File: src/design/vector_angle_degrees_defines.svh
// Assertion helpers shared by the vector angle block.
`ifndef VECTOR_ANGLE_DEGREES_DEFINES_SVH
`define VECTOR_ANGLE_DEGREES_DEFINES_SVH

// Same-cycle implication, checked outside reset.
`define VAD_ASSERT_NOW(label, clk, rstn, ante, cons, msg) \
  label: assert property (@(posedge clk) disable iff (!rstn) (ante) |-> (cons)) \
    else $error(msg);

// Next-cycle implication, checked outside reset.
`define VAD_ASSERT_NEXT(label, clk, rstn, ante, cons, msg) \
  label: assert property (@(posedge clk) disable iff (!rstn) (ante) |=> (cons)) \
    else $error(msg);

`endif

File: src/design/vad_pkg.sv
`default_nettype none

package vad_pkg;

  // Field widths and fixed-point formats
  localparam int unsigned COORD_WIDTH    = 16;
  localparam int unsigned GUARD_BITS     = 8;
  localparam int unsigned DATA_WIDTH     = COORD_WIDTH + GUARD_BITS + 3;
  localparam int unsigned ACC_WIDTH      = 27;
  localparam int unsigned ANGLE_WIDTH    = 16;
  localparam int unsigned FRAC_DROP      = 9;
  localparam int unsigned TAB_LEN        = 24;
  localparam int unsigned STAGES_DEFAULT = 16;

  // Exact angles for axis vectors, 1/128 degree units
  localparam logic [ANGLE_WIDTH-1:0] ANG_0   = 16'd0;
  localparam logic [ANGLE_WIDTH-1:0] ANG_90  = 16'd11520;
  localparam logic [ANGLE_WIDTH-1:0] ANG_180 = 16'd23040;
  localparam logic [ANGLE_WIDTH-1:0] ANG_270 = 16'd34560;
  localparam int unsigned            OUT_FULL_TURN = 46080;

  // Accumulator constants, 1/65536 degree units
  localparam logic signed [ACC_WIDTH-1:0] ACC_HALF_TURN = 27'sd11796480;
  localparam logic signed [ACC_WIDTH-1:0] ACC_FULL_TURN = 27'sd23592960;
  localparam logic signed [ACC_WIDTH-1:0] ACC_ROUND     = 27'sd256;

  // atan(2^-i) in degrees * 65536
  localparam logic signed [ACC_WIDTH-1:0] ATAN_TAB [TAB_LEN] = '{
    27'sd2949120, 27'sd1740967, 27'sd919879, 27'sd466945,
    27'sd234379,  27'sd117304,  27'sd58666,  27'sd29335,
    27'sd14668,   27'sd7334,    27'sd3667,   27'sd1833,
    27'sd917,     27'sd458,     27'sd229,    27'sd115,
    27'sd57,      27'sd29,      27'sd14,     27'sd7,
    27'sd4,       27'sd2,       27'sd1,      27'sd0
  };

  typedef struct packed {
    logic signed [COORD_WIDTH-1:0] vec_x;
    logic signed [COORD_WIDTH-1:0] vec_y;
  } vad_in_t;

  typedef struct packed {
    logic [ANGLE_WIDTH-1:0] angle;
    logic                   at_origin;
  } vad_out_t;

  // Per-transaction state handed from cell to cell
  typedef struct packed {
    logic signed [DATA_WIDTH-1:0] cx;
    logic signed [DATA_WIDTH-1:0] cy;
    logic signed [ACC_WIDTH-1:0]  acc;
    logic                         fixed;
    logic [ANGLE_WIDTH-1:0]       fixed_angle;
    logic                         at_origin;
  } vad_work_t;

endpackage

`default_nettype wire

File: src/design/vad_cell.sv
`default_nettype none

module vad_cell #(
  parameter int unsigned IDX = 0
) (
  input  wire                 clk_i,
  input  wire                 rst_ni,
  input  wire                 valid_i,
  output logic                ready_o,
  input  vad_pkg::vad_work_t  data_i,
  output logic                valid_o,
  input  wire                 ready_i,
  output vad_pkg::vad_work_t  data_o
);
  import vad_pkg::*;

  localparam logic signed [ACC_WIDTH-1:0] ATAN_STEP = ATAN_TAB[IDX];

  logic signed [DATA_WIDTH-1:0] cx, cy, dx, dy;
  logic                         valid_q;
  vad_work_t                    data_d, data_q;

  // One micro-rotation toward the x axis
  always_comb begin
    cx     = data_i.cx;
    cy     = data_i.cy;
    dx     = cy >>> IDX;
    dy     = cx >>> IDX;
    data_d = data_i;
    if (!cy[DATA_WIDTH-1]) begin
      data_d.cx  = cx + dx;
      data_d.cy  = cy - dy;
      data_d.acc = data_i.acc + ATAN_STEP;
    end else begin
      data_d.cx  = cx - dx;
      data_d.cy  = cy + dy;
      data_d.acc = data_i.acc - ATAN_STEP;
    end
  end

  assign ready_o = !valid_q || ready_i;
  assign valid_o = valid_q;
  assign data_o  = data_q;

  always_ff @(posedge clk_i or negedge rst_ni) begin
    if (!rst_ni) begin
      valid_q <= 1'b0;
    end else if (ready_o) begin
      valid_q <= valid_i;
    end
  end

  always_ff @(posedge clk_i) begin
    if (valid_i && ready_o) begin
      data_q <= data_d;
    end
  end

endmodule

`default_nettype wire

File: config.mk
export PLATFORM = sky130hd
export DESIGN_NAME = vad_cell
export DESIGN_NICKNAME = d
export VERILOG_FILES = /design/src/design/vector_angle_degrees_defines.svh /design/src/design/vad_pkg.sv /design/src/design/vad_cell.sv
export SDC_FILE = /design/constraint.sdc
export NUM_CORES = 1
export LEC_CHECK = 0
export BUFFER_PORTS_ARGS = -buffer_cell sky130_fd_sc_hd__buf_4
export CAP_MARGIN = 15
export CORE_UTILIZATION = 30
export CTS_CLUSTER_DIAMETER = 50
export DETAILED_ROUTE_END_ITERATION = 8
export GPL_ROUTABILITY_DRIVEN = 0
export HOLD_SLACK_MARGIN = 0.15
export PLACE_DENSITY_LB_ADDON = 0.05
export SYNTH_ARGS = -nofsm -noshare
export SYNTH_HDL_FRONTEND = slang
export SYNTH_SLANG_ARGS = --single-unit
File: constraint.sdc
create_clock -name clk_i -period 3.6 [get_ports clk_i]
set_input_delay 1.08 -clock clk_i [delete_from_list [all_inputs] [get_ports clk_i]]
set_output_delay 1.08 -clock clk_i [all_outputs]
set_load 0.01 [all_outputs]
==> impl_metrics.json, run 1 <==
{
  "seqCellArea_sq_um": 2970,
  "drt.antenna.violating_nets": 0,
  "grt_pass1_vias": 7433,
  "setup_tns_ps": 0,
  "num_vias": 7554,
  "grt-busiest-layer": "met2",
  "globalRouteMet3Util": 0.0397,
  "drive_gt1_frac": 0.314,
  "period_minus_slack_ps": 3470,
  "fin_crit_sh": 0.964,
  "cap_viol_max_count": 0,
  "io_pins": 204,
  "mostFrequentLayoutCell": "buf_4",
  "power.leakage_nw": 5.08,
  "syn_area_per_cell_sq_um": 9.37,
  "critPathLaunchType": "primary input",
  "tightest_slew_ps": 724,
  "final_cell_mix": "buf_4 (336), a21oi_1 (100), edfxtp_1 (98), ha_1 (96), inv_1 (87)",
  "antenna_found_initial": 0,
  "grt_usage": 0.194,
  "final_util": 0.421,
  "cts.htree.levels": 3,
  "drc": 0,
  "dieWidth_microns": 167,
  "postCtsSetupBuffers": 0,
  "cts_tree": "yes",
  "core_sq_um": 26900,
  "dr.pass1.iters": 5,
  "synth_edf_count": 98,
  "syn_nets": 1076,
  "critPathKind": "in2reg",
  "grt_max_degree": 62,
  "hpwl_microns": 22900,
  "synth_area_sq_um": 8180,
  "fin_hold_ws_ps": 491,
  "worstPathArrival_ps": 3560,
  "grt_util_met2": 0.308,
  "place_worst_setup_slack_ps": -252,
  "gr-total-overflow": 0,
  "via_per_inst": 4.93,
  "yosysSeqAreaShare": 0.363,
  "yosys.cell_types.count": 66,
  "fillers": 2765,
  "synth-async-reset-ratio": 0.0101,
  "syn_to_final_growth_pct": 38.2,
  "die_area_sq_um": 27900,
  "nets": 1388,
  "cts_root_buf": "clkbuf_16",
  "setup_ws_ps": 129,
  "drt_iter0_markers": 359,
  "pwr_density_cell_nw_per_um2": 345,
  "ys_warn_count": 0,
  "ys_seq_elements": 99,
  "required_ps": 3690,
  "slew_headroom": 0.517,
  "status": "finished clean",
  "synth_cells": 873,
  "die_height_microns": 167,
  "initial_utilization": 0.304,
  "wl_microns": 27500,
  "grtUsageMet1": 0.264,
  "multi_input_area_sq_um": 4690,
  "diodes": 0,
  "synth_ff_type": "edfxtp_1",
  "grt_pass1_wl_microns": 41600,
  "clkLatencyLatePin_ps": 340,
  "setup_violations": 0,
  "fmax_mhz": 288,
  "clk_pin_slew_ps": 70,
  "numCtsBuffers": 9,
  "clock-sinks": 99,
  "finalMaxSlewViolations": 0,
  "clk_path_buf_depth": 2,
  "rsz0062_at_grt": "no",
  "hold_viol_final": 0,
  "skew_ps": 10.9,
  "worstPathMaxFanout": 3,
  "hold_path_class": "in2async",
  "peakVddDrop_mv": 0.254,
  "port_buffers": 203,
  "wl_per_cell_microns": 18.0,
  "rows": 60,
  "cp-end-kind": "register"
}
critical path: stages:
cell and delay [ps]:
buf_4 100, inv_1 50, ha_1 290, nor2b_1 50, or2_2 310, a2111oi_1 560, buf_4 220, o221ai_1 150
o21ai_0 210, o311a_1 200, o41ai_1 70, buf_4 140, xnor2_1 120
final timing paths:
path,start,to,slack [ps],depth (start not counted)
setup / recovery,data_i[61],data_o[97]$_DFFE_PP_,130,13
hold / removal,rst_ni,valid_o$_DFFE_PN0N_,490,1
setup reg to reg,valid_o$_DFFE_PN0N_,data_o[57]$_DFFE_PP_,1910,3
hold reg to reg,valid_o$_DFFE_PN0N_,valid_o$_DFFE_PN0N_,540,2
max in group asynchronous,rst_ni,valid_o$_DFFE_PN0N_,3030,1
min in group clk_i,valid_o$_DFFE_PN0N_,valid_o$_DFFE_PN0N_,540,2
final cells by class:
class	instances	area share
clock inverter	6	0.00531
timing repair buffer	339	0.228
clock buffer	10	0.0203
multi-input combinational	644	0.415
inverter	92	0.0305
tap	341	0.0377
sequential	99	0.263
what timing repair did:
action | CTS | global route
resized for setup | 0 | 2
endpoints found under the hold margin | 0 | 0
hold buffers | 0 | 0
endpoints found under the setup margin | 0 | 5
cell families after synthesis:
logic type / Yosys count / share of synthesized area
fa+ha+maj: 100 / 0.157
xor+xnor: 58 / 0.0621
mux: 12 / 0.0147
compound gates: 281 / 0.222
buf+inv: 130 / 0.0636
flops: 99 / 0.363
simple gates: 193 / 0.118
power by group:
part	internal (mW)	switching (mW)	total, mW
sequential	1.43	0.0334	1.46
clock	0.485	0.472	0.956
combinational	0.687	0.799	1.49
state kept, by name (all words and copies together), names as in the netlist:
| signal | count |
|---|---|
| valid_o | 1 |
| data_o | 98 |
Yosys cell counts, types with 6 or more instances:
master,number,area [sq um]
a21o_1,23,173
o31ai_1,7,52.6
nand2_1,33,124
nor2_1,56,210
a21oi_1,100,500
mux2i_1,12,120
o21a_1,11,82.6
edfxtp_1,98,2940
clkbuf_1,23,86.3
xnor2_1,50,438
nand4_1,13,81.3
nand2b_1,11,68.8
inv_1,87,327
o211ai_1,10,75.1
nand3_1,18,90.1
xor2_1,8,70.1
a31oi_1,6,37.5
nor3_1,19,95.1
a211oi_1,8,60.1
o21bai_1,15,113
ha_1,96,1200
o21ai_0,58,290
nor2b_1,12,75.1
through the flow:
step	instance area, sq um	std cells	total power [mW]
6_report	11300	1531	3.90
5_1_grt	11300	1531	4.11
2_1_floorplan	8180	873	2.25
3_3_place_gp	11000	1515	2.97
3_5_place_dp	11000	1515	2.97
4_1_cts	11300	1531	3.94
per-layer routing:
layer,share of wire,vias up
li1,-,3764
met1,0.48,3497
met2,0.44,261
met3,0.065,32
met4,0.019,0
met5,0,-
Note: power is estimated with default switching activity, not from simulation.
==> run 2: changes to the inputs <==
--- a/config.mk
+++ b/config.mk
@@ -5,6 +5,7 @@
 export SDC_FILE = /design/constraint.sdc
 export NUM_CORES = 1
 export LEC_CHECK = 0
+export ABC_AREA = 1
 export BUFFER_PORTS_ARGS = -buffer_cell sky130_fd_sc_hd__buf_4
 export CAP_MARGIN = 15
 export CORE_UTILIZATION = 30
@@ -13,6 +14,7 @@
 export GPL_ROUTABILITY_DRIVEN = 0
 export HOLD_SLACK_MARGIN = 0.15
 export PLACE_DENSITY_LB_ADDON = 0.05
+export SKIP_CTS_REPAIR_TIMING = 1
 export SYNTH_ARGS = -nofsm -noshare
 export SYNTH_HDL_FRONTEND = slang
 export SYNTH_SLANG_ARGS = --single-unit
==> run 2 against run 1 <==
  * Combinational power decreased by 3%
  * Hold slack lost 24 ps
  * Cell area grew 4.1%
  * Clock-buffer cell count is 1 lower
  * Maximum frequency up 14%
  * Sequential power hardly changed
  * Utilization decreased by 4.1 points
  * Clock power is 9% higher
  * Worst setup slack gained 430 ps
  * Routed wire length up 22%
  * Global-route usage is 1.1 points higher
  * Critical endpoint is now data_o[85]$_DFFE_PP_
  * Largest cell class unchanged
  * Highest routed layer unchanged
==> impl_metrics.json, run 2 <==
{
  "dr.pass1.iters": 6,
  "die_area_sq_um": 32500,
  "finalMaxSlewViolations": 0,
  "nets": 1797,
  "place_worst_setup_slack_ps": 254,
  "rows": 64,
  "num_vias": 9670,
  "largest_reg_flops": 98,
  "dieWidth_microns": 180,
  "critPathKind": "in2reg",
  "drc": 0,
  "pwr_density_cell_nw_per_um2": 334,
  "hpwl_microns": 27900,
  "port_buffers": 203,
  "cts_tree": "yes",
  "cts_root_buf": "clkbuf_16",
  "seqCellArea_sq_um": 2970,
  "setup_ws_ps": 558,
  "syn_nets": 1610,
  "synth_cells": 1407,
  "skew_ps": 13.3,
  "fmax_mhz": 329,
  "syn_to_final_growth_pct": 23.2,
  "cap_viol_max_count": 0,
  "yosys.cell_types.count": 36,
  "fin_crit_sh": 0.845,
  "cp-end-kind": "register",
  "multi_input_area_sq_um": 5460,
  "ys_warn_count": 0,
  "status": "finished clean",
  "clk_pin_slew_ps": 90,
  "initial_utilization": 0.308,
  "hold_path_class": "in2async",
  "synth_largest_area_cell": "edfxtp_1",
  "grt_pass1_vias": 9218,
  "required_ps": 3710,
  "final_cell_mix": "nand2_1 (438), inv_1 (248), buf_4 (211), nand3_1 (124), nor2_1 (104)",
  "worstPathArrival_ps": 3150,
  "die_height_microns": 180,
  "postPlaceCellArea_sq_um": 11500,
  "grt_usage": 0.205,
  "fillers": 3382,
  "ys_seq_elements": 99,
  "yosys-top-cells-area": "edfxtp_1 (31%), nand2_1 (17%), ha_1 (13%)",
  "slew_headroom": 0.568,
  "cpPeakStageDelay_ps": 530,
  "drive_gt1_frac": 0.149,
  "grt_pass1_wl_microns": 51200,
  "post-synth-top-count-cell": "nand2_1",
  "yosysSeqAreaShare": 0.311,
  "power.leakage_nw": 6.10,
  "clkLatencyLatePin_ps": 380,
  "gr-total-overflow": 0,
  "wl_per_cell_microns": 16.8,
  "rsz0062_at_grt": "no",
  "syn_area_per_cell_sq_um": 6.79,
  "dp_cells": 1979,
  "wl_microns": 33600,
  "fin_hold_ws_ps": 468,
  "critPathLaunchType": "primary input",
  "cp_slowest_cell": "a21oi_1",
  "diodes": 0,
  "final_cells": 1995,
  "design_area_sq_um": 11800,
  "synth_area_sq_um": 9550,
  "clk_path_buf_depth": 2,
  "synth_top_cells_by_count": "nand2_1 (438), inv_1 (248), nand3_1 (124)",
  "core_sq_um": 31000,
  "tightest_slew_ps": 647,
  "grt_max_degree": 63,
  "mostFrequentLayoutCell": "nand2_1",
  "synth_ff_type": "edfxtp_1",
  "drt_iter0_markers": 642,
  "via_per_inst": 4.85,
  "synth_edf_count": 98,
  "setup_tns_ps": 0,
  "worstPathMaxFanout": 11,
  "drt.antenna.violating_nets": 0,
  "cts.htree.levels": 3,
  "peakVddDrop_mv": 0.225,
  "period_minus_slack_ps": 3040,
  "setup_violations": 0,
  "path_cells": "buf_4, inv_1, ha_1, a21oi_1, nand3_1, a21oi_1, nand2_1, nand2_1, o21ai_0",
  "numCtsBuffers": 9,
  "synth-async-reset-ratio": 0.0101,
  "clock-sinks": 99,
  "synth_top_cell_area_share": 0.308,
  "io_pins": 204,
  "hold_viol_final": 0,
  "antenna_found_initial": 0
}
run 2: kinds of logic (layout without fill, tap and decap cells):
group                    after synthesis  after routing  share of synthesized area
AO/OA/AOI/OAI                        188            188                      0.107
XOR/XNOR                              21             21                     0.0193
buffers and inverters                285            477                      0.119
flip-flops                            99             99                      0.311
adder cells (fa/ha/maj)              100            100                      0.134
AND/OR/NAND/NOR                      714            714                      0.310
run 2: power breakdown:
part	leakage, nW	switching [mW]	internal (mW)
sequential	0.947	0.0309	1.40
clock	0.144	0.550	0.494
combinational	5.01	0.932	0.519
run 2: area by class of cell:
class                      count  share of cell area
tap                          396              0.0421
clock inverter                 7             0.00659
timing repair buffer         212               0.136
inverter                     249              0.0795
clock buffer                   9              0.0191
multi-input combinational   1023               0.464
sequential                    99               0.252
run 2: critical path: cells and delay by family:
kind            cells  cell delay [ps]
simple gates        3              540
buf+inv             2              140
fa+ha+maj           1              450
compound gates      3              930
run 2: worst paths after layout:
check,end,cells past startpoint,slack (ps),start
worst max-delay path,data_o[85]$_DFFE_PP_,9,560,data_i[49]
worst min-delay path,valid_o$_DFFE_PN0N_,1,470,rst_ni
worst max register to register,data_o[52]$_DFFE_PP_,2,2010,valid_o$_DFFE_PN0N_
worst min register to register,valid_o$_DFFE_PN0N_,2,590,valid_o$_DFFE_PN0N_
max in group asynchronous,valid_o$_DFFE_PN0N_,1,3050,rst_ni
min in group clk_i,valid_o$_DFFE_PN0N_,2,590,valid_o$_DFFE_PN0N_
run 2: through the flow:
| step | power, mW | utilization |
|---|---|---|
| 3_3_place_gp | 2.91 | 0.370 |
| 2_1_floorplan | 2.33 | - |
| 3_5_place_dp | 2.91 | 0.370 |
| 4_1_cts | 3.97 | 0.380 |
| 5_1_grt | 4.17 | 0.380 |
| 6_report | 3.93 | 0.380 |
run 2: layer usage:
layer | vias to the layer above | track usage | wire (microns)
li1 | 4878 | - | -
met1 | 4368 | 0.279 | 15600
met2 | 378 | 0.333 | 15000
met3 | 46 | 0.0277 | 2060
met4 | 0 | 0.0667 | 811
met5 | - | 0 | 0
