## src/design/vector_angle_degrees_defines.svh

```systemverilog
// Assertion helpers shared by the vector angle block.
`ifndef VECTOR_ANGLE_DEGREES_DEFINES_SVH
`define VECTOR_ANGLE_DEGREES_DEFINES_SVH

// Same-cycle implication, checked outside reset.
`define VAD_ASSERT_NOW(label, clk, rstn, ante, cons, msg) \
  label: assert property (@(posedge clk) disable iff (!rstn) (ante) |-> (cons)) \
    else $error(msg);

// Next-cycle implication, checked outside reset.
`define VAD_ASSERT_NEXT(label, clk, rstn, ante, cons, msg) \
  label: assert property (@(posedge clk) disable iff (!rstn) (ante) |=> (cons)) \
    else $error(msg);

`endif

```

## src/design/vad_pkg.sv

```systemverilog
`default_nettype none

package vad_pkg;

  // Field widths and fixed-point formats
  localparam int unsigned COORD_WIDTH    = 16;
  localparam int unsigned GUARD_BITS     = 8;
  localparam int unsigned DATA_WIDTH     = COORD_WIDTH + GUARD_BITS + 3;
  localparam int unsigned ACC_WIDTH      = 27;
  localparam int unsigned ANGLE_WIDTH    = 16;
  localparam int unsigned FRAC_DROP      = 9;
  localparam int unsigned TAB_LEN        = 24;
  localparam int unsigned STAGES_DEFAULT = 16;

  // Exact angles for axis vectors, 1/128 degree units
  localparam logic [ANGLE_WIDTH-1:0] ANG_0   = 16'd0;
  localparam logic [ANGLE_WIDTH-1:0] ANG_90  = 16'd11520;
  localparam logic [ANGLE_WIDTH-1:0] ANG_180 = 16'd23040;
  localparam logic [ANGLE_WIDTH-1:0] ANG_270 = 16'd34560;
  localparam int unsigned            OUT_FULL_TURN = 46080;

  // Accumulator constants, 1/65536 degree units
  localparam logic signed [ACC_WIDTH-1:0] ACC_HALF_TURN = 27'sd11796480;
  localparam logic signed [ACC_WIDTH-1:0] ACC_FULL_TURN = 27'sd23592960;
  localparam logic signed [ACC_WIDTH-1:0] ACC_ROUND     = 27'sd256;

  // atan(2^-i) in degrees * 65536
  localparam logic signed [ACC_WIDTH-1:0] ATAN_TAB [TAB_LEN] = '{
    27'sd2949120, 27'sd1740967, 27'sd919879, 27'sd466945,
    27'sd234379,  27'sd117304,  27'sd58666,  27'sd29335,
    27'sd14668,   27'sd7334,    27'sd3667,   27'sd1833,
    27'sd917,     27'sd458,     27'sd229,    27'sd115,
    27'sd57,      27'sd29,      27'sd14,     27'sd7,
    27'sd4,       27'sd2,       27'sd1,      27'sd0
  };

  typedef struct packed {
    logic signed [COORD_WIDTH-1:0] vec_x;
    logic signed [COORD_WIDTH-1:0] vec_y;
  } vad_in_t;

  typedef struct packed {
    logic [ANGLE_WIDTH-1:0] angle;
    logic                   at_origin;
  } vad_out_t;

  // Per-transaction state handed from cell to cell
  typedef struct packed {
    logic signed [DATA_WIDTH-1:0] cx;
    logic signed [DATA_WIDTH-1:0] cy;
    logic signed [ACC_WIDTH-1:0]  acc;
    logic                         fixed;
    logic [ANGLE_WIDTH-1:0]       fixed_angle;
    logic                         at_origin;
  } vad_work_t;

endpackage

`default_nettype wire

```

## src/design/vad_prep.sv

```systemverilog
`default_nettype none

module vad_prep (
  input  wire                 clk_i,
  input  wire                 rst_ni,
  input  wire                 valid_i,
  output logic                ready_o,
  input  vad_pkg::vad_in_t    data_i,
  output logic                valid_o,
  input  wire                 ready_i,
  output vad_pkg::vad_work_t  data_o
);
  import vad_pkg::*;

  logic signed [DATA_WIDTH-1:0] x_ext, y_ext, neg_x, neg_y;
  logic                         x_zero, y_zero, x_neg, y_neg;
  logic                         valid_q;
  vad_work_t                    data_d, data_q;

  // Sign extension and axis detection
  always_comb begin
    x_ext  = {{(DATA_WIDTH-COORD_WIDTH){data_i.vec_x[COORD_WIDTH-1]}}, data_i.vec_x};
    y_ext  = {{(DATA_WIDTH-COORD_WIDTH){data_i.vec_y[COORD_WIDTH-1]}}, data_i.vec_y};
    neg_x  = -x_ext;
    neg_y  = -y_ext;
    x_zero = (data_i.vec_x == '0);
    y_zero = (data_i.vec_y == '0);
    x_neg  = data_i.vec_x[COORD_WIDTH-1];
    y_neg  = data_i.vec_y[COORD_WIDTH-1];
  end

  // Flip y to math convention, fold left half plane by 180 degrees
  always_comb begin
    data_d.at_origin = x_zero && y_zero;
    data_d.fixed     = x_zero || y_zero;
    if (x_zero && y_zero) begin
      data_d.fixed_angle = ANG_0;
    end else if (x_zero) begin
      data_d.fixed_angle = y_neg ? ANG_90 : ANG_270;
    end else if (x_neg) begin
      data_d.fixed_angle = ANG_180;
    end else begin
      data_d.fixed_angle = ANG_0;
    end
    if (x_neg) begin
      data_d.cx  = neg_x <<< GUARD_BITS;
      data_d.cy  = y_ext <<< GUARD_BITS;
      data_d.acc = ACC_HALF_TURN;
    end else begin
      data_d.cx  = x_ext <<< GUARD_BITS;
      data_d.cy  = neg_y <<< GUARD_BITS;
      data_d.acc = '0;
    end
  end

  assign ready_o = !valid_q || ready_i;
  assign valid_o = valid_q;
  assign data_o  = data_q;

  always_ff @(posedge clk_i or negedge rst_ni) begin
    if (!rst_ni) begin
      valid_q <= 1'b0;
    end else if (ready_o) begin
      valid_q <= valid_i;
    end
  end

  always_ff @(posedge clk_i) begin
    if (valid_i && ready_o) begin
      data_q <= data_d;
    end
  end

endmodule

`default_nettype wire

```

## config.mk

```make
export PLATFORM = sky130hd
export DESIGN_NAME = vad_prep
export DESIGN_NICKNAME = d
export VERILOG_FILES = /design/src/design/vector_angle_degrees_defines.svh /design/src/design/vad_pkg.sv /design/src/design/vad_prep.sv
export SDC_FILE = /design/constraint.sdc
export NUM_CORES = 1
export LEC_CHECK = 0
export BUFFER_PORTS_ARGS = -buffer_cell sky130_fd_sc_hd__buf_4
export CORE_UTILIZATION = 45
export CTS_CLUSTER_DIAMETER = 30
export CTS_CLUSTER_SIZE = 16
export DETAILED_ROUTE_END_ITERATION = 6
export GPL_TIMING_DRIVEN = 0
export PLACE_DENSITY = 0.8
export SLEW_MARGIN = 0
export SYNTH_ARGS = -nofsm -noshare
export SYNTH_HDL_FRONTEND = slang
export SYNTH_SLANG_ARGS = --single-unit
```

## constraint.sdc

```tcl
create_clock -name clk_i -period 2.4 [get_ports clk_i]
set_input_delay 0.72 -clock clk_i [delete_from_list [all_inputs] [get_ports clk_i]]
set_output_delay 0.72 -clock clk_i [all_outputs]
set_load 0.02 [all_outputs]
```

==> results.sh, run 1 <==
export IMPL_post_cts_buffers=0
export IMPL_worst_slack_ns=0.06189
export IMPL_core_area_um2=5507
export IMPL_seqCellArea_um2=1436
export IMPL_postCtsHoldBufs=0
export IMPL_r2r_end="data_o[83]"
export IMPL_first_global_vias=1801
export IMPL_final_common_cell="buf_4"
export IMPL_fillers=447
export IMPL_clock_latency_ns=0.30
export IMPL_powerDensity_nw_per_um2=592.3
export IMPL_gr_usage_met1_pct=21.91
export IMPL_met3_usage_pct=3.765
export IMPL_grt_usage_pct=17.96
export IMPL_yosysTopAreaCellShare_pct=54.57
export IMPL_drv_cap=0
export IMPL_io_pins=137
export IMPL_most_common_layout_cells="buf_4, conb_1, edfxtp_1"
export IMPL_drive_above_1_share_pct=43.61
export IMPL_crit_slowest_cell="or4_1"
export IMPL_clock_path_buffers=2
export IMPL_rows=27
export IMPL_slew_violations=0
export IMPL_cts_htree_levels=2
export IMPL_async_flop_share_pct=2.083
export IMPL_max_freq_mhz=427.7
export IMPL_grt_busiest_layer="met2"
export IMPL_port_buffers=88
export IMPL_fin_nets=397
export IMPL_grt_pass1_wl_um=8500
export IMPL_crit_family="simple AND/OR/NAND/NOR gates"
export IMPL_avgRoutedWirePerCell_um=12.08
export IMPL_worst_pin_slew_ns=1.059
export IMPL_place_area_um2=3522
export IMPL_cts_tree="built"
export IMPL_syn_inst=215
export IMPL_met2_usage_pct=31.59
export IMPL_hold_violations=0
export IMPL_ys_ff_latch=48
export IMPL_fin_area_um2=3660
export IMPL_multiInputGateArea_um2=889.6
export IMPL_yosysUniqueCellTypes=33
export IMPL_cts_buffers=5
export IMPL_synthTopCellsByArea="edfxtp_1, buf_4, xnor2_1, xor2_1, o21ai_0"
export IMPL_cp_num_buf_inv=1
export IMPL_ctsRootBufferMaster="clkbuf_8"
export IMPL_fp_dieW_um=77.81
export IMPL_area_delta_synth_final_pct=41.51
export IMPL_reg2reg_depth=2
export IMPL_drc=0
export IMPL_grt_overflow=0
export IMPL_synth_edf_count=47
export IMPL_slew_limit_headroom_pct=29.43
export IMPL_antenna_found_initial=0
export IMPL_ys_flop_type="edfxtp_1"
export IMPL_first_iter_violations=59
export IMPL_clkSlewWorstSetupHoldPaths_ns=0.09
export IMPL_total_power_w=0.002168
export IMPL_wl_um=5219
export IMPL_vdd_drop_max_mv=0.2730
export IMPL_end_kind="flip-flop"
export IMPL_crit_fanout=4
export IMPL_critPathLaunchType="input pin"
export IMPL_die_area_um2=6054
export IMPL_n_antenna_cell=0
export IMPL_critical_path_arrival_ns=2.39
export IMPL_hold_class="input pin to async pin"
export IMPL_seq_area_frac_synth_pct=55.54
export IMPL_clock_sinks=48
export IMPL_timing_critical_path_cells="buf_4 -> or4_4 -> or4_1 -> o41ai_2 -> xnor2_1"
export IMPL_crit_path_start="data_i[20]"
export IMPL_start_util_pct=46.97
export IMPL_p_leak_nw=1.664
export IMPL_syn_area_um2=2586
export IMPL_min_period_ns=2.338
export IMPL_dp_worst_setup_slack_ns=-0.3455
export IMPL_required_ns=2.45
export IMPL_yosysTopAreaCell="edfxtp_1"
export IMPL_detail_route_antenna_nets=0
export IMPL_dr_pass1_iters=4
export IMPL_gp_congestion=0.8134
export IMPL_reg2reg_from="valid_o"
export IMPL_grt_max_degree=48
export IMPL_post_cts_resized=1
export IMPL_cp_depth=5
export IMPL_syn_area_per_cell_um2=12.03
export IMPL_dp_hpwl_um=4044
export IMPL_r2r_setup_slack_ns=0.64
export IMPL_max_stage_delay_ns=0.57
export IMPL_status="completed"
export IMPL_vias_per_cell=4.405
export IMPL_yosysWarnings=0
export IMPL_setup_viol=0
export IMPL_period_share_pct=97.42
export IMPL_clock_skew_ns=0.002880
export IMPL_grt_setup_unrepaired="false"
export IMPL_path_class="input pin to flip-flop"
export IMPL_die_h_um=77.81
export IMPL_vias=1903
-- Yosys cell counts (4+ instances only) --
cell type  instances
buf_4             52
o21ai_0           11
xnor2_1           19
o31ai_1            5
edfxtp_1          47
nand2_1            6
nor3_1             7
clkbuf_1           4
or4_1              4
nor2_1             9
xor2_1             7
inv_1              7
-- cells by family (layout without fill, tap and decap cells) --
family | after synthesis | after routing | share of synthesized area, %
buffers and inverters | 66 | 162 | 17.42
DFF | 48 | 48 | 55.54
and+or+nand+nor | 43 | 43 | 9.193
AOI/OAI and AO/OA | 28 | 28 | 7.499
xor gates and xnor gates | 26 | 26 | 8.805
adders and majority gates | 2 | 2 | 0.9674
other | 1 | 50 | 0.1450
muxes | 1 | 1 | 0.4354
-- registers in the layout (all words and copies together), names as in the netlist --
register and count:
valid_o 1, data_o 47
-- worst max path at each step --
stage	end	slack, ns
6_report	data_o[91]	0.06
2_1_floorplan	data_o[94]	-0.04
4_1_cts	data_o[91]	0.05
3_5_place_dp	data_o[69]	-0.35
3_3_place_gp	data_o[69]	-0.29
5_1_grt	data_o[69]	0.02
-- final cells by class --
cell class	instances	share of cell area, %
Multi-Input combinational cell	150	24.31
Sequential cell	48	39.25
Inverter	7	0.7179
Tap cell	72	2.462
Timing Repair Buffer	88	18.05
Buffer	59	11.59
Clock buffer	6	1.983
Clock inverter	2	1.641
-- stage by stage --
step | hold WS [ns] | setup TNS (ns) | util, % | instances
after CTS | 0.1728 | 0 | 66.46 | 432
final | 0.1776 | 0 | 66.46 | 432
after global routing | 0.1621 | 0 | 66.46 | 432
after global placement | 0.4962 | -2.466 | 63.96 | 424
after floorplan | 0.4244 | -0.03712 | - | 264
after detailed placement | 0.4972 | -3.018 | 63.96 | 424
-- metal layers --
layer  up-vias  part of all wire (%)
met1       839                    40
met5         -                     0
met4         0                   1.4
met3         9                   8.2
met2       108                    51
li1        947                     -
-- where the power goes --
| group | internal (W) | total, W | switching [W] |
|---|---|---|---|
| clock network | 0.000416 | 0.000682 | 0.000266 |
| registers | 0.000992 | 0.00101 | 0.0000164 |
| logic | 0.000207 | 0.000477 | 0.000270 |
No activity file was read; power rests on OpenSTA's default activity.
==> run 2: changes to the inputs <==
- RECOVER_POWER: not set -> 50
==> run 2 against run 1 <==
Fmax decreased by 0.16%. Non-clock buffer count unchanged. Sequential power about the same. Design area decreased by 5.4%. Via count decreased by 0.63%. Clock skew about the same. Final cell count unchanged. Die area unchanged. Sequential share of layout area increased by 2.3 points.
==> results.sh, run 2 (synthesis results as in run 1) <==
export IMPL_end_kind="flip-flop"
export IMPL_vias=1891
export IMPL_drv_cap=0
export IMPL_reg2reg_depth=2
export IMPL_start_util_pct=46.97
export IMPL_post_cts_buffers=0
export IMPL_p_leak_nw=1.469
export IMPL_die_area_um2=6054
export IMPL_hold_ws_ns=0.2007
export IMPL_critPathLaunchType="input pin"
export IMPL_clock_skew_ns=0.003248
export IMPL_io_pins=137
export IMPL_clock_latency_ns=0.30
export IMPL_first_global_vias=1801
export IMPL_path_class="input pin to flip-flop"
export IMPL_first_iter_violations=60
export IMPL_rows=27
export IMPL_grt_pass1_wl_um=8500
export IMPL_setup_viol=0
export IMPL_postCtsHoldBufs=0
export IMPL_fp_dieW_um=77.81
export IMPL_antenna_found_initial=0
export IMPL_place_inst=424
export IMPL_min_period_ns=2.342
export IMPL_grt_overflow=0
export IMPL_r2r_end="data_o[82]"
export IMPL_crit_fanout=4
export IMPL_stdcell_count=432
export IMPL_grt_setup_unrepaired="false"
export IMPL_r2r_setup_slack_ns=0.65
export IMPL_max_freq_mhz=427.0
export IMPL_place_area_um2=3522
export IMPL_wl_um=5282
export IMPL_worst_slack_ns=0.05820
export IMPL_fin_nets=397
export IMPL_drive_above_1_share_pct=28.89
export IMPL_dr_pass1_iters=4
export IMPL_dp_hpwl_um=4044
export IMPL_period_share_pct=97.58
export IMPL_slew_violations=0
export IMPL_port_buffers=88
export IMPL_dp_worst_setup_slack_ns=-0.3455
export IMPL_n_antenna_cell=0
export IMPL_critical_path_arrival_ns=2.39
export IMPL_cts_htree_levels=2
export IMPL_total_power_w=0.002122
export IMPL_drc=0
export IMPL_avgRoutedWirePerCell_um=12.23
export IMPL_clock_path_buffers=2
export IMPL_post_cts_resized=1
export IMPL_powerDensity_nw_per_um2=613.1
export IMPL_hold_class="input pin to async pin"
export IMPL_final_common_cell="buf_4"
export IMPL_vias_per_cell=4.377
export IMPL_clock_sinks=48
export IMPL_worst_pin_slew_ns=1.055
export IMPL_grt_usage_pct=17.96
export IMPL_area_delta_synth_final_pct=33.82
export IMPL_clkSlewWorstSetupHoldPaths_ns=0.09
export IMPL_vdd_drop_max_mv=0.2709
export IMPL_reg2reg_from="valid_o"
export IMPL_status="completed"
export IMPL_cts_tree="built"
export IMPL_core_area_um2=5507
export IMPL_fin_area_um2=3461
export IMPL_grt_max_degree=48
export IMPL_largest_reg_flops=47
export IMPL_required_ns=2.45
export IMPL_slew_limit_headroom_pct=29.69
export IMPL_hold_violations=0
export IMPL_cts_buffers=5
export IMPL_most_common_layout_cells="buf_4, clkbuf_1, conb_1"
export IMPL_die_h_um=77.81
export IMPL_gp_congestion=0.8134
export IMPL_ctsRootBufferMaster="clkbuf_8"
export IMPL_detail_route_antenna_nets=0
## run 2: cell types whose count changed in the layout (fill, tap and decap cells not counted)
cell and delta:
buf_1 -1, clkbuf_4 +8, clkbuf_1 +54, buf_4 -61
## run 2: area by class of cell
class | count | area (µm²)
inverters | 7 | 26.28
well taps | 72 | 90.09
flip-flops and latches | 48 | 1436
repair buffers | 88 | 461.7
clock inverters | 2 | 60.06
multi-input cells | 150 | 889.6
plain buffers | 59 | 424.2
fillers | 486 | 2046
clock buffers | 6 | 72.57
## run 2: worst max-delay path, stage by stage
cell	delay (ns)
buf_4	0.13
or4_4	0.55
or4_1	0.57
o41ai_2	0.33
xnor2_1	0.10
## run 2: worst max-delay path by stage
stage               cells after the start         end  startpoint
global placement                        5  data_o[69]   data_i[8]
CTS                                     5  data_o[91]  data_i[20]
floorplan                               5  data_o[94]  data_i[20]
global route                            5  data_o[69]   data_i[8]
detailed placement                      5  data_o[69]   data_i[8]
finish                                  5  data_o[91]  data_i[20]
## run 2: power by group
part | switching [W] | leakage [nW] | internal, W
Combinational | 0.000271 | 0.941 | 0.000161
Clock | 0.000266 | 0.0654 | 0.000416
Sequential | 0.0000152 | 0.462 | 0.000991
## run 2: per-stage QoR
stage	TNS, ns	utilization, %
after floorplan	-0.03712	-
after global routing	0	62.85
after global placement	-2.466	63.96
after detailed placement	-3.018	63.96
after CTS	0	66.46
final	0	62.85
## run 2: layer usage
metal	GRT usage (%)	up-vias	wire length, µm
met3	3.765	7	442
li1	-	950	-
met5	0	-	0
met2	31.59	104	2624
met4	5.660	0	70
met1	21.91	830	2144
==> run 3: changes to the inputs <==
- CORE_MARGIN: not set -> 2
- SKIP_LAST_GASP: not set -> 1
==> run 3 against run 2 <==
Sequential share of layout area about the same. First-iteration DRC count increased by 18%. Via count increased by 1.2%. Power about the same. Critical path depth increased by 1. Global-route usage decreased by 1.9 points. Sequential cell count unchanged. Critical path type unchanged. Clock skew decreased by 0.0014 ns. Highest routed layer unchanged. Worst hold slack got worse by 0.0075 ns. Setup slack improved by 0.0063 ns. Clock-buffer cell count unchanged. Register-to-register slack improved by 0.04 ns.
==> results.sh, run 3 (synthesis results as in run 1) <==
export IMPL_clock_path_buffers=2
export IMPL_vias=1913
export IMPL_postCtsHoldBufs=0
export IMPL_detail_route_antenna_nets=0
export IMPL_dp_worst_setup_slack_ns=-0.2525
export IMPL_rows=27
export IMPL_start_util_pct=46.68
export IMPL_clock_skew_ns=0.001827
export IMPL_total_power_w=0.002124
export IMPL_io_pins=137
export IMPL_slew_limit_headroom_pct=31.74
export IMPL_fin_nets=397
export IMPL_reg2reg_depth=2
export IMPL_slew_violations=0
export IMPL_post_cts_buffers=0
export IMPL_clock_sinks=48
export IMPL_most_common_layout_cells="buf_4, clkbuf_1, conb_1"
export IMPL_max_freq_mhz=428.2
export IMPL_stdcell_count=432
export IMPL_worst_slack_ns=0.06448
export IMPL_grt_overflow=0
export IMPL_status="completed"
export IMPL_p_leak_nw=1.466
export IMPL_required_ns=2.53
export IMPL_die_area_um2=6370
export IMPL_critical_path_arrival_ns=2.46
export IMPL_avgRoutedWirePerCell_um=12.31
export IMPL_clkSlewWorstSetupHoldPaths_ns=0.09
export IMPL_min_period_ns=2.336
export IMPL_n_antenna_cell=0
export IMPL_die_h_um=79.81
export IMPL_end_kind="flip-flop"
export IMPL_setup_viol=0
export IMPL_first_global_vias=1771
export IMPL_r2r_setup_slack_ns=0.69
export IMPL_grt_setup_unrepaired="false"
export IMPL_grt_max_degree=48
export IMPL_cts_htree_levels=2
export IMPL_hold_class="input pin to async pin"
export IMPL_hold_violations=0
export IMPL_fp_dieW_um=79.81
export IMPL_tns_ns=0
export IMPL_wl_um=5318
export IMPL_largest_reg_flops=47
export IMPL_place_inst=424
export IMPL_grt_usage_pct=16.03
export IMPL_dp_hpwl_um=4007
export IMPL_drv_cap=0
export IMPL_path_class="input pin to flip-flop"
export IMPL_first_iter_violations=71
export IMPL_post_cts_resized=0
export IMPL_clock_latency_ns=0.30
export IMPL_finish_utilization_pct=62.49
export IMPL_drive_above_1_share_pct=28.89
export IMPL_cts_tree="built"
export IMPL_core_area_um2=5540
export IMPL_dr_pass1_iters=4
export IMPL_vias_per_cell=4.428
export IMPL_port_buffers=88
export IMPL_vdd_drop_max_mv=0.3375
export IMPL_worst_pin_slew_ns=1.024
export IMPL_powerDensity_nw_per_um2=613.4
export IMPL_ctsRootBufferMaster="clkbuf_8"
export IMPL_grt_pass1_wl_um=7824
export IMPL_cts_buffers=5
export IMPL_area_delta_synth_final_pct=33.87
export IMPL_drc=0
export IMPL_r2r_end="data_o[88]"
export IMPL_final_common_cell="buf_4"
export IMPL_antenna_found_initial=0
export IMPL_reg2reg_from="valid_o"
export IMPL_period_share_pct=97.31
export IMPL_crit_fanout=7
export IMPL_gp_congestion=0.8179
export IMPL_critPathLaunchType="input pin"
[run 3: how the worst max path moves through the flow]
stage                from         end  slack, ns  cells after the start
6_report       data_i[20]  data_o[16]       0.06                      6
3_5_place_dp    data_i[8]  data_o[71]      -0.25                      5
3_3_place_gp    data_i[8]  data_o[71]      -0.26                      5
4_1_cts        data_i[26]  data_o[16]       0.07                      5
5_1_grt        data_i[20]  data_o[93]     0.0005                      5
2_1_floorplan  data_i[20]  data_o[94]      -0.04                      5
[run 3: stage by stage]
step | cell area (µm²) | hold WS, ns
2_1_floorplan | 2771 | 0.4244
5_1_grt | 3462 | 0.1797
6_report | 3462 | 0.1932
3_3_place_gp | 3522 | 0.4964
3_5_place_dp | 3522 | 0.4960
4_1_cts | 3655 | 0.1720
[run 3: cell type report]
type / count / area [µm²]
clock buffer: 6 / 72.57
tap: 72 / 90.09
sequential: 48 / 1436
fill: 473 / 2078
buffer: 59 / 424.2
clock inverter: 2 / 60.06
timing repair buffer: 88 / 454.2
inverter: 7 / 26.28
multi-input combinational: 150 / 898.4
[run 3: power breakdown]
group          internal [W]  switching, W  total [W]
clock network      0.000416      0.000270   0.000686
registers          0.000991     0.0000152    0.00101
logic              0.000160      0.000270   0.000431
total               0.00157      0.000556    0.00212
[run 3: worst max-delay path: stages]
cell and delay, ns:
buf_4 0.12, or4_4 0.54, or4_4 0.43, buf_6 0.15, or2_1 0.27, nor3_1 0.24
[run 3: metal layers]
layer | track usage [%] | up-vias | wire length (µm)
li1 | - | 942 | -
met5 | 0 | - | 0
met1 | 17.68 | 841 | 2045
met4 | 7.119 | 0 | 144
met3 | 4.977 | 16 | 575
met2 | 28.24 | 114 | 2552
