<file path="config.mk">
export PLATFORM = sky130hd
export DESIGN_NAME = vad_post
export DESIGN_NICKNAME = d
export VERILOG_FILES = /design/src/design/vector_angle_degrees_defines.svh /design/src/design/vad_pkg.sv /design/src/design/vad_post.sv
export SDC_FILE = /design/constraint.sdc
export NUM_CORES = 1
export LEC_CHECK = 0
export BUFFER_PORTS_ARGS = -buffer_cell sky130_fd_sc_hd__buf_2
export CAP_MARGIN = 5
export CORE_MARGIN = 10
export CORE_UTILIZATION = 45
export CTS_BUF_LIST = sky130_fd_sc_hd__clkbuf_2 sky130_fd_sc_hd__clkbuf_4 sky130_fd_sc_hd__clkbuf_8
export DETAILED_ROUTE_END_ITERATION = 10
export PLACE_DENSITY_LB_ADDON = 0.15
export SYNTH_ARGS = -nofsm -noshare
export SYNTH_HDL_FRONTEND = slang
export SYNTH_SLANG_ARGS = --single-unit
</file>
<file path="constraint.sdc">
create_clock -name clk_i -period 3.02 [get_ports clk_i]
set_clock_uncertainty 0.2 [all_clocks]
set_input_delay 0.302 -clock clk_i [delete_from_list [all_inputs] [get_ports clk_i]]
set_output_delay 0.302 -clock clk_i [all_outputs]
set_load 0.02 [all_outputs]
</file>
<file path="src/design/vector_angle_degrees_defines.svh">
// Assertion helpers shared by the vector angle block.
`ifndef VECTOR_ANGLE_DEGREES_DEFINES_SVH
`define VECTOR_ANGLE_DEGREES_DEFINES_SVH

// Same-cycle implication, checked outside reset.
`define VAD_ASSERT_NOW(label, clk, rstn, ante, cons, msg) \
  label: assert property (@(posedge clk) disable iff (!rstn) (ante) |-> (cons)) \
    else $error(msg);

// Next-cycle implication, checked outside reset.
`define VAD_ASSERT_NEXT(label, clk, rstn, ante, cons, msg) \
  label: assert property (@(posedge clk) disable iff (!rstn) (ante) |=> (cons)) \
    else $error(msg);

`endif

</file>
<file path="src/design/vad_pkg.sv">
`default_nettype none

package vad_pkg;

  // Field widths and fixed-point formats
  localparam int unsigned COORD_WIDTH    = 16;
  localparam int unsigned GUARD_BITS     = 8;
  localparam int unsigned DATA_WIDTH     = COORD_WIDTH + GUARD_BITS + 3;
  localparam int unsigned ACC_WIDTH      = 27;
  localparam int unsigned ANGLE_WIDTH    = 16;
  localparam int unsigned FRAC_DROP      = 9;
  localparam int unsigned TAB_LEN        = 24;
  localparam int unsigned STAGES_DEFAULT = 16;

  // Exact angles for axis vectors, 1/128 degree units
  localparam logic [ANGLE_WIDTH-1:0] ANG_0   = 16'd0;
  localparam logic [ANGLE_WIDTH-1:0] ANG_90  = 16'd11520;
  localparam logic [ANGLE_WIDTH-1:0] ANG_180 = 16'd23040;
  localparam logic [ANGLE_WIDTH-1:0] ANG_270 = 16'd34560;
  localparam int unsigned            OUT_FULL_TURN = 46080;

  // Accumulator constants, 1/65536 degree units
  localparam logic signed [ACC_WIDTH-1:0] ACC_HALF_TURN = 27'sd11796480;
  localparam logic signed [ACC_WIDTH-1:0] ACC_FULL_TURN = 27'sd23592960;
  localparam logic signed [ACC_WIDTH-1:0] ACC_ROUND     = 27'sd256;

  // atan(2^-i) in degrees * 65536
  localparam logic signed [ACC_WIDTH-1:0] ATAN_TAB [TAB_LEN] = '{
    27'sd2949120, 27'sd1740967, 27'sd919879, 27'sd466945,
    27'sd234379,  27'sd117304,  27'sd58666,  27'sd29335,
    27'sd14668,   27'sd7334,    27'sd3667,   27'sd1833,
    27'sd917,     27'sd458,     27'sd229,    27'sd115,
    27'sd57,      27'sd29,      27'sd14,     27'sd7,
    27'sd4,       27'sd2,       27'sd1,      27'sd0
  };

  typedef struct packed {
    logic signed [COORD_WIDTH-1:0] vec_x;
    logic signed [COORD_WIDTH-1:0] vec_y;
  } vad_in_t;

  typedef struct packed {
    logic [ANGLE_WIDTH-1:0] angle;
    logic                   at_origin;
  } vad_out_t;

  // Per-transaction state handed from cell to cell
  typedef struct packed {
    logic signed [DATA_WIDTH-1:0] cx;
    logic signed [DATA_WIDTH-1:0] cy;
    logic signed [ACC_WIDTH-1:0]  acc;
    logic                         fixed;
    logic [ANGLE_WIDTH-1:0]       fixed_angle;
    logic                         at_origin;
  } vad_work_t;

endpackage

`default_nettype wire

</file>
<file path="src/design/vad_post.sv">
`default_nettype none

module vad_post (
  input  wire                 clk_i,
  input  wire                 rst_ni,
  input  wire                 valid_i,
  output logic                ready_o,
  input  vad_pkg::vad_work_t  data_i,
  output logic                valid_o,
  input  wire                 ready_i,
  output vad_pkg::vad_out_t   data_o
);
  import vad_pkg::*;

  localparam int unsigned DEG_WIDTH = ACC_WIDTH - FRAC_DROP;

  logic signed [ACC_WIDTH-1:0] acc_wrap, acc_rnd;
  logic [DEG_WIDTH-1:0]        deg, deg_fold;
  logic                        valid_q;
  vad_out_t                    data_d, data_q;

  // Fold to [0, 360), round to 1/128 degree, wrap a full turn to zero
  always_comb begin
    acc_wrap = data_i.acc[ACC_WIDTH-1] ? (data_i.acc + ACC_FULL_TURN) : data_i.acc;
    acc_rnd  = acc_wrap + ACC_ROUND;
    deg      = acc_rnd[ACC_WIDTH-1:FRAC_DROP];
    deg_fold = (deg >= DEG_WIDTH'(OUT_FULL_TURN)) ? (deg - DEG_WIDTH'(OUT_FULL_TURN)) : deg;
    data_d.at_origin = data_i.at_origin;
    data_d.angle     = data_i.fixed ? data_i.fixed_angle : deg_fold[ANGLE_WIDTH-1:0];
  end

  assign ready_o = !valid_q || ready_i;
  assign valid_o = valid_q;
  assign data_o  = data_q;

  always_ff @(posedge clk_i or negedge rst_ni) begin
    if (!rst_ni) begin
      valid_q <= 1'b0;
    end else if (ready_o) begin
      valid_q <= valid_i;
    end
  end

  always_ff @(posedge clk_i) begin
    if (valid_i && ready_o) begin
      data_q <= data_d;
    end
  end

endmodule

`default_nettype wire

</file>
==> results of run 1 <==
==> worst register-to-register path: stages, from the launching register on <==
cell and delay, ns:
dfrtp_1 0.38, nand2b_1 0.10, and2_1 0.59
==> what timing repair did <==
item,4_1_cts,5_1_grt
hold endpoints to repair,1,1
endpoints found under the setup margin,0,1
gates resized for setup,0,1
hold buffers,1,1
==> final cells by class <==
type	instances	area share [%]
Clock buffer	4	1.324
Inverter	5	0.8274
Sequential cell	18	23.61
Multi-Input combinational cell	155	45.89
Tap cell	46	2.537
Timing Repair Buffer	97	25.81
==> per-layer routing <==
layer / vias to the layer above / GRT usage (%)
met5: - / 0
met2: 45 / 23.11
met1: 742 / 16.02
li1: 898 / -
met4: 0 / 3.697
met3: 2 / 2.673
==> cells in the mapped netlist (all sizes together) (3+ instances only) <==
cell type	number
nor3	3
o21ai	13
or4	6
inv	5
edfxtp	17
nand2	24
mux2	3
ha	4
a21oi	5
nand4	6
nand3	10
and2	4
and3	3
buf	5
xnor2	11
nor2	9
xor2	13
a211oi	5
clkbuf	5
nand2b	4
==> cells by family (layout without fill, tap and decap cells) <==
group / count (synthesis) / after routing / share of synthesized area [%]
simple gates: 79 / 79 / 25.82
compound gates: 44 / 44 / 18.72
xor+xnor: 24 / 24 / 12.83
flops: 18 / 18 / 32.70
buf+inv: 15 / 106 / 4.201
fa+ha+maj: 4 / 4 / 3.056
mux: 4 / 4 / 2.674
==> registers in the layout, summed over array words and instances, names as in the netlist <==
register  cells
data_o       17
valid_o       1
==> report_power, final <==
part / leakage [nW] / switching (mW) / internal (mW)
Clock: 0.0184 / 0.0669 / 0.0602
Combinational: 0.766 / 0.151 / 0.127
Sequential: 0.173 / 0.00385 / 0.298
Total: 0.958 / 0.222 / 0.486
==> stage by stage <==
step                      worst slack (ns)  power (mW)  instance area (sq um)  cells
final                               0.1673      0.7078                   2268    325
after CTS                           0.1669      0.7073                   2251    324
after detailed placement           -0.1136      0.5814                   2211    319
after global placement             -0.1172      0.5764                   2211    319
after floorplan                    0.01870      0.4621                   1638    188
after global routing               0.01065      0.7557                   2268    325
==> worst paths after layout <==
path | from | endpoint | cells past startpoint
setup reg to reg | valid_o | data_o[5] | 2
hold reg to reg | valid_o | valid_o | 2
min in group asynchronous | rst_ni | valid_o | 2
setup / recovery | data_i[37] | data_o[16] | 9
hold / removal | valid_i | valid_o | 2
max in group asynchronous | rst_ni | valid_o | 2
==> results.tsv, run 1 <==
stage	metric	value	unit
outcome	status	finished clean	
timing	grt_setup_unrepaired	false	
finish	drive_above_1_share	38.35	%
power_and_ir_drop	leakage	0.9578	nW
setup_path	worstPathCellList	buf_2 -> ha_1 -> or4_4 -> a31o_1 -> or4_1 -> a21oi_1 -> o22ai_1 -> or4_1 -> a32oi_2	
yosys	synth_edf_count	17	
die	core	0.003416	sq mm
power_and_ir_drop	ir_drop	0.1322	mV
job	drv_cap	0	
routing	dr.pass1.iters	4	
routing	dr.first_iter.drc_count	98	
clock_network	clock_sinks	18	
timing	slew_viol_final	0	
clock_network	cts_tree	built	
place	port_buffers	59	
finish	multi_input_area	0.001041	sq mm
routing	dr_wl_met3	298	microns
yosys	ys_seq_area_share	32.70	%
yosys	synth.ff_latch_count	18	
clock_network	ctsHtreeMaxLevel	1	
setup_path	start_kind	primary input	
setup_path	path_delay_family	simple AND/OR/NAND/NOR gates	
die	die_h	80.33	microns
clock_network	clockRootBuffer	clkbuf_4	
timing	tightest_slew	0.7063	ns
routing	top_layer_used	met4	
setup_path	path_common_cell	or4_1	
setup_path	end_kind	flip-flop	
routing	wl_met2	2143	microns
power_and_ir_drop	power_density	312.0	mW/mm^2
place	dp_hpwl	3685	microns
yosys	synth_top_area_share	31.17	%
yosys	yosysTopAreaCell	edfxtp_1	
die	die_area	0.006453	sq mm
yosys	netlist_top_cells_area	edfxtp_1, xor2_1, xnor2_1	
routing	viasPerCell	5.191	
yosys	synth_flop_cell	edfxtp_1	
finish	regArea	535.5	sq um
setup_path	slowest_stage	or4_1	
die	die_w	80.33	microns
routing	dr_total_vias	1687	
place	place_congestion	0.8397	
min_path	min_path_type	primary input to flip-flop	
setup_path	worst-path-buf-inv	1	
yosys	synth.distinct_cells	53	
clock_network	cts_setup_buffers	0	
clock_network	cts_buffer_depth	2	
timing	slew_headroom	52.92	%
yosys	synthesis.area	0.001638	sq mm
finish	n_antenna_cell	0	
finish	final_cell_mix	buf_2, buf_4, nand2_1, edfxtp_1, xor2_1	
global_routing	antenna_found_initial	0	
yosys	yosys_warnings	0	
setup_path	path_class	primary input to flip-flop	
global_routing	grt_max_degree	35	
clock_network	path_clk_slew	0.09	ns
setup_path	r2r_slack	1.38	ns
timing	holdWs	0.03266	ns
setup_path	cp_data_required_time	2.94	ns
global_routing	grt.overflow.total	0	
timing	finalHoldViolations	0	
yosys	synth_nets	295	
finish	nets	387	
setup_path	cpPeakStageDelay	0.54	ns
global_routing	grt_pass1_vias	1639	
routing	drc	0	
timing	max_freq	350.5	MHz
routing	routedLengthMet1	1889	microns
setup_path	worstPathArrival	2.77	ns
finish	area_growth	38.50	%
yosys	syn_area_per_cell	8.712	sq um
global_routing	grt_pass1_wl	7224	microns
die	io_pins	122	
finish	layout_commonest_cell	buf_2	
timing	setup_tns	0	ns
routing	ant_nets	0	
routing	wl_per_cell	13.38	microns
die	rows	21	
routing	drt_wl_total	4348	microns
finish	final_util	66.41	%
die	start_util	47.95	%
yosys	syn_inst	188	
clock_network	clk_latency	0.28	ns
timing	period_minus_slack	2.853	ns
setup_path	crit_fanout	3	
global_routing	grt_use_total	13.26	%
timing	setup_viol	0	
clock_network	cts_buffers	3	
timing	period_share	94.46	%
yosys	synthArstFlopShare	5.556	%
finish	nFillCells	310	
(Power assumes the default switching activity.)
==> run 2: changes to the inputs <==
==> constraint.sdc (replaced) <==
create_clock -name clk_i -period 3.02 [get_ports clk_i]
set_clock_uncertainty 0.2 [all_clocks]
set_input_delay 0.151 -clock clk_i [delete_from_list [all_inputs] [get_ports clk_i]]
set_output_delay 0.151 -clock clk_i [all_outputs]
set_load 0.02 [all_outputs]
==> results.tsv, run 2 (synthesis gave the netlist of run 1 again) <==
stage	metric	value	unit	change
outcome	status	finished clean		
die	start_util	47.95	%	unchanged
routing	drt_wl_total	4440	microns	+2.1%
setup_path	crit_fanout	6		+3
setup_path	cp_data_required_time	2.95	ns	about the same
die	core	0.003416	sq mm	unchanged
power_and_ir_drop	finalPower	705.6	uW	-0.32%
setup_path	end_kind	flip-flop		
setup_path	cp.depth	10		+1
power_and_ir_drop	ir_drop	0.1215	mV	-8.1%
timing	period_minus_slack	2.793	ns	-0.05966 ns
timing	period_share	92.49	%	-2.0 points
setup_path	path_class	primary input to flip-flop		
finish	drive_above_1_share	33.10	%	-5.3 points
die	die_h	80.33	microns	unchanged
setup_path	r2r_cells	2		unchanged
setup_path	critPathLaunch	data_i[37]		
setup_path	r2r_slack	1.38	ns	about the same
routing	ant_nets	0		unchanged
routing	viasPerCell	5.239		+0.92%
clock_network	cts_tree	built		
finish	nets	389		+0.52%
routing	drc	0		unchanged
global_routing	grt_pass1_wl	7417	microns	+2.7%
clock_network	clockRootBuffer	clkbuf_4		
place	dp.cells	306		-4.1%
place	port_buffers	59		unchanged
global_routing	grt_use_total	13.79	%	+0.53 points
clock_network	cts_buffers	3		unchanged
timing	grt_setup_unrepaired	false		
timing	setup_viol	0		unchanged
timing	slew_viol_final	0		unchanged
setup_path	start_kind	primary input		
setup_path	r2r-end	data_o[13]		
finish	layout_commonest_cell	buf_2		
place	place_congestion	0.8407		+0.12%
finish	n_antenna_cell	0		unchanged
global_routing	grt_pass1_vias	1619		-1.2%
setup_path	worst-path-buf-inv	2		+1
routing	wl_per_cell	13.58	microns	+1.5%
place	dp_hpwl	3535	microns	-4.1%
setup_path	path_common_cell	or4_1		
setup_path	worstPathArrival	2.72	ns	-0.05 ns
timing	finalHoldViolations	0		unchanged
clock_network	path_clk_slew	0.08	ns	about the same
setup_path	slowest_stage	or4_1		
routing	dr.pass1.iters	4		unchanged
global_routing	grt.overflow.total	0		unchanged
clock_network	clk_latency	0.27	ns	about the same
die	rows	21		unchanged
finish	largest_reg_flops	17		unchanged
timing	holdWs	0.03503	ns	+0.002373 ns
clock_network	ctsHtreeMaxLevel	1		unchanged
setup_path	path_delay_family	simple AND/OR/NAND/NOR gates		
finish	stdcell_count	327		+0.62%
finish	final_cell_mix	buf_2, nand2_1, buf_4, edfxtp_1, dlygate4sd3_1		
die	io_pins	122		unchanged
clock_network	clock_sinks	18		unchanged
die	die_area	0.006453	sq mm	unchanged
routing	dr.first_iter.drc_count	85		-13%
setup_path	cpPeakStageDelay	0.51	ns	-0.03 ns
power_and_ir_drop	leakage	0.9549	nW	-0.30%
power_and_ir_drop	power_density	305.0	mW/mm^2	-2.3%
finish	nFillCells	305		-1.6%
setup_path	crit_end	data_o[13]		
timing	max_freq	358.0	MHz	+2.1%
global_routing	grt_max_degree	35		unchanged
timing	tightest_slew	0.7066	ns	+0.0003296 ns
setup_path	worstPathCellList	buf_2 -> ha_1 -> or4_4 -> a31o_1 -> or4_1 -> a21oi_1 -> o22ai_1 -> buf_4 -> or4_1 -> nand3_1		
global_routing	antenna_found_initial	0		unchanged
finish	area_growth	41.25	%	
clock_network	cts_buffer_depth	2		unchanged
job	drv_cap	0		unchanged
routing	dr_total_vias	1713		+1.5%
die	die_w	80.33	microns	unchanged
setup_path	r2r-start	valid_o		
min_path	hold_start	data_i[13]		
timing	slew_headroom	52.89	%	about the same
min_path	min_path_type	primary input to flip-flop		
[run 2: worst register-to-register path, cell delays in order, from the launching register on]
cell and delay (ns):
dfrtp_1 0.38, nand2b_1 0.10, and2_1 0.60
[run 2: final cells by class]
| class | instances | area (sq um) | area share [%] |
|---|---|---|---|
| Multi-Input combinational cell | 155 | 1033 | 44.67 |
| Timing Repair Buffer | 99 | 638.1 | 27.58 |
| Sequential cell | 18 | 535.5 | 23.15 |
| Tap cell | 46 | 57.56 | 2.488 |
| Clock buffer | 4 | 30.03 | 1.298 |
| Inverter | 5 | 18.77 | 0.8112 |
[run 2: report_power, final]
part | switching, mW | total, mW | leakage, nW | internal [mW]
clock | 0.0616 | 0.122 | 0.0184 | 0.0601
combinational | 0.150 | 0.282 | 0.763 | 0.132
sequential | 0.00364 | 0.302 | 0.173 | 0.298
total | 0.215 | 0.706 | 0.955 | 0.490
[run 2: worst min-delay path by stage]
stage,end,slack (ns),depth (start not counted)
after detailed placement,valid_o,-0.27,1
after floorplan,valid_o,-0.34,0
final,data_o[13],0.04,3
after CTS,data_o[13],0.02,3
after global routing,data_o[13],0.02,3
after global placement,valid_o,-0.27,1
[run 2: metal layers]
metal	global-route usage [%]	part of all wire (%)	routed length, microns
met4	3.873	0.83	37
met1	16.54	43	1931
met2	24.32	49	2175
met5	0	0	0
met3	2.561	6.7	296
[run 2: stage by stage]
step	TNS (ns)	area (sq um)	util, %	setup slack, ns
2_1_floorplan	0	1638	-	0.1697
3_3_place_gp	-0.06061	2113	61.87	-0.04061
3_5_place_dp	-0.05694	2113	61.87	-0.03051
4_1_cts	0	2313	67.73	0.2520
5_1_grt	0	2313	67.73	0.09835
6_report	0	2313	67.73	0.2269
[run 2: what timing repair did]
item,in CTS,in global routing
hold buffers,17,0
resized for setup,0,0
endpoints found under the hold margin,15,0
buffers inserted,0,0
==> run 3: changes to the inputs <==
--- a/config.mk
+++ b/config.mk
@@ -10,5 +10,5 @@
 export CORE_MARGIN = 10
 export CORE_UTILIZATION = 45
-export CTS_BUF_LIST = sky130_fd_sc_hd__clkbuf_2 sky130_fd_sc_hd__clkbuf_4 sky130_fd_sc_hd__clkbuf_8
+export CTS_BUF_LIST = sky130_fd_sc_hd__clkbuf_4
 export DETAILED_ROUTE_END_ITERATION = 10
 export PLACE_DENSITY_LB_ADDON = 0.15
==> constraint.sdc (replaced) <==
create_clock -name clk_i -period 3.02 [get_ports clk_i]
set_clock_uncertainty 0.2 [all_clocks]
set_input_delay 0.604 -clock clk_i [delete_from_list [all_inputs] [get_ports clk_i]]
set_output_delay 0.604 -clock clk_i [all_outputs]
set_load 0.02 [all_outputs]
==> results.tsv, run 3 (synthesis gave the netlist of run 1 again) <==
stage	metric	value	unit	change
power_and_ir_drop	intPower	508.3	uW	+3.7%
min_path	holdPathStages	1		-2
clock_network	clockRootBuffer	clkbuf_4		
global_routing	grt_max_degree	35		unchanged
place	dp_hpwl	3592	microns	+1.6%
finish	largest_reg_flops	17		unchanged
global_routing	grt.overflow.total	0		unchanged
timing	max_freq	333.0	MHz	-7.0%
outcome	status	finished clean		
finish	layout_commonest_cell	buf_2		
place	dp.cells	332		+8.5%
place	port_buffers	59		unchanged
setup_path	r2r-start	valid_o		
power_and_ir_drop	switching_share	31.91	%	+1.4 points
setup_path	worstPathArrival	2.95	ns	+0.23 ns
setup_path	start_kind	primary input		
timing	period_minus_slack	3.003	ns	+0.2101 ns
finish	final_cell_mix	buf_2, buf_4, nand2_1, edfxtp_1, xor2_1		
power_and_ir_drop	ir_drop	0.1194	mV	-1.7%
global_routing	grt_pass1_vias	1563		-3.5%
clock_network	ctsHtreeMaxLevel	1		unchanged
power_and_ir_drop	p_sw	238.2	uW	+11%
setup_path	slowest_stage	or4_4		
setup_path	r2r_slack	1.40	ns	+0.02 ns
global_routing	grt_pass1_wl	6555	microns	-12%
setup_path	cp_data_required_time	2.97	ns	+0.02 ns
min_path	min_path_type	primary input to flip-flop		
clock_network	cts_tree	built		
clock_network	clk_latency	0.27	ns	about the same
timing	finalHoldViolations	0		unchanged
clock_network	cts_buffers	3		unchanged
timing	slew_headroom	55.13	%	+2.2 points
finish	area_growth	56.76	%	
routing	dr.pass1.iters	4		unchanged
setup_path	end_kind	flip-flop		
power_and_ir_drop	p_clk_share	14.9	%	-2.3 points
timing	period_share	99.44	%	+7.0 points
die	io_pins	122		unchanged
setup_path	r2r_cells	2		unchanged
routing	drt_wl_total	4526	microns	+1.9%
routing	dr_total_vias	1766		+3.1%
power_and_ir_drop	power.share.sequential	40.5	%	-2.3 points
power_and_ir_drop	power_density	290.7	mW/mm^2	-4.7%
routing	viasPerCell	5.179		-1.1%
routing	ant_nets	0		unchanged
setup_path	crit_fanout	6		unchanged
place	place_congestion	0.8055		-4.2%
job	drv_cap	0		unchanged
die	core	0.003416	sq mm	unchanged
global_routing	antenna_found_initial	0		unchanged
die	die_h	80.33	microns	unchanged
global_routing	grt_use_total	12.19	%	-1.6 points
finish	nFillCells	254		-17%
timing	grt_setup_unrepaired	true		
setup_path	worstPathCellList	buf_6 -> ha_4 -> or4_4 -> a31o_1 -> or4_4 -> a21oi_2 -> o22ai_2 -> buf_6 -> or4_4 -> nand3_2		
min_path	min_delay_worst_endpoint	data_o[0]		
die	rows	21		unchanged
setup_path	path_common_cell	or4_4		
power_and_ir_drop	leakage	1.083	nW	+13%
die	die_w	80.33	microns	unchanged
power_and_ir_drop	finalPower	746.5	uW	+5.8%
clock_network	path_clk_slew	0.09	ns	about the same
setup_path	path_class	primary input to flip-flop		
finish	nets	403		+3.6%
timing	slew_viol_final	0		unchanged
setup_path	r2r-end	data_o[0]		
die	die_area	0.006453	sq mm	unchanged
setup_path	cpPeakStageDelay	0.47	ns	-0.04 ns
finish	stdcell_count	341		+4.3%
finish	drive_above_1_share	48.81	%	+16 points
power_and_ir_drop	comb_power_share	44.7	%	+4.7 points
min_path	hold_start	data_i[0]		
timing	setup_viol	0		unchanged
routing	wl_per_cell	13.27	microns	-2.2%
clock_network	clock_sinks	18		unchanged
die	start_util	47.95	%	unchanged
timing	tightest_slew	0.6731	ns	-0.03350 ns
routing	drc	0		unchanged
clock_network	cts_buffer_depth	2		unchanged
finish	n_antenna_cell	0		unchanged
routing	dr.first_iter.drc_count	90		+5.9%
[run 3: cell count changes in the layout (fill, tap and decap cells not counted), moves of 3 or more]
cell,previous run,this run
dlygate4sd3_1,17,1
or4_1,5,1
buf_4,23,51
buf_2,59,56
buf_6,0,4
ha_4,0,3
or4_4,1,5
ha_1,4,1
[run 3: critical path, delay by kind of cell]
family	cells	cell delay [ns]
AND/OR/NAND/NOR	4	1.44
AO/OA/AOI/OAI	3	0.51
buffers and inverters	2	0.25
adder cells (fa/ha/maj)	1	0.15
[run 3: cell type report]
cell class	count	area [sq um]	area share (%)
Timing Repair Buffer	113	733.2	28.56
Clock inverter	1	3.754	0.1462
Multi-Input combinational cell	155	1196	46.59
Inverter	5	18.77	0.7310
Tap cell	46	57.56	2.242
Sequential cell	18	535.5	20.86
Clock buffer	3	22.52	0.8772
[run 3: worst max-delay path by stage]
stage / from / endpoint / slack, ns / cells after the start
final: data_i[38] / data_o[13] / 0.02 / 10
after floorplan: data_i[37] / data_o[11] / -0.05 / 9
after global routing: data_i[38] / data_o[12] / -0.07 / 12
after global placement: data_i[37] / data_o[16] / -0.30 / 9
after detailed placement: data_i[37] / data_o[13] / -0.29 / 10
after CTS: data_i[37] / data_o[16] / 0.001 / 9
[run 3: timing repair]
item,CTS,global route
endpoints found under the hold margin,1,0
endpoints found under the setup margin,0,6
gates resized for setup,0,35
hold buffers,1,0
setup buffers,0,3
[run 3: through the flow]
stage	util [%]	hold WS (ns)	setup WS [ns]	instance area [sq um]	setup TNS, ns
after global routing	75.16	0.2794	-0.06864	2567	-0.08396
final	75.16	0.3073	0.01689	2567	0
after detailed placement	68.53	0.1804	-0.2876	2341	-1.457
after floorplan	-	0.1084	-0.04735	1689	-0.1129
after CTS	69.60	0.2948	0.001470	2377	0
after global placement	68.53	0.1794	-0.2971	2341	-1.498
[run 3: routing by layer]
layer	up-vias	share of wire [%]	GRT usage, %
met4	0	0.53	4.577
met1	794	44	14.22
li1	926	-	-
met5	-	0	0
met3	2	6.7	2.339
met2	44	49	21.43
[run 3: power by group through the flow]
| stage | Clock, mW | Combinational [mW] | Sequential, mW |
|---|---|---|---|
| after global routing | 0.129 | 0.364 | 0.303 |
| final | 0.111 | 0.333 | 0.302 |
| after floorplan | 0 | 0.136 | 0.333 |
| after CTS | 0.115 | 0.294 | 0.302 |
| after detailed placement | 0 | 0.291 | 0.308 |
| after global placement | 0 | 0.289 | 0.308 |
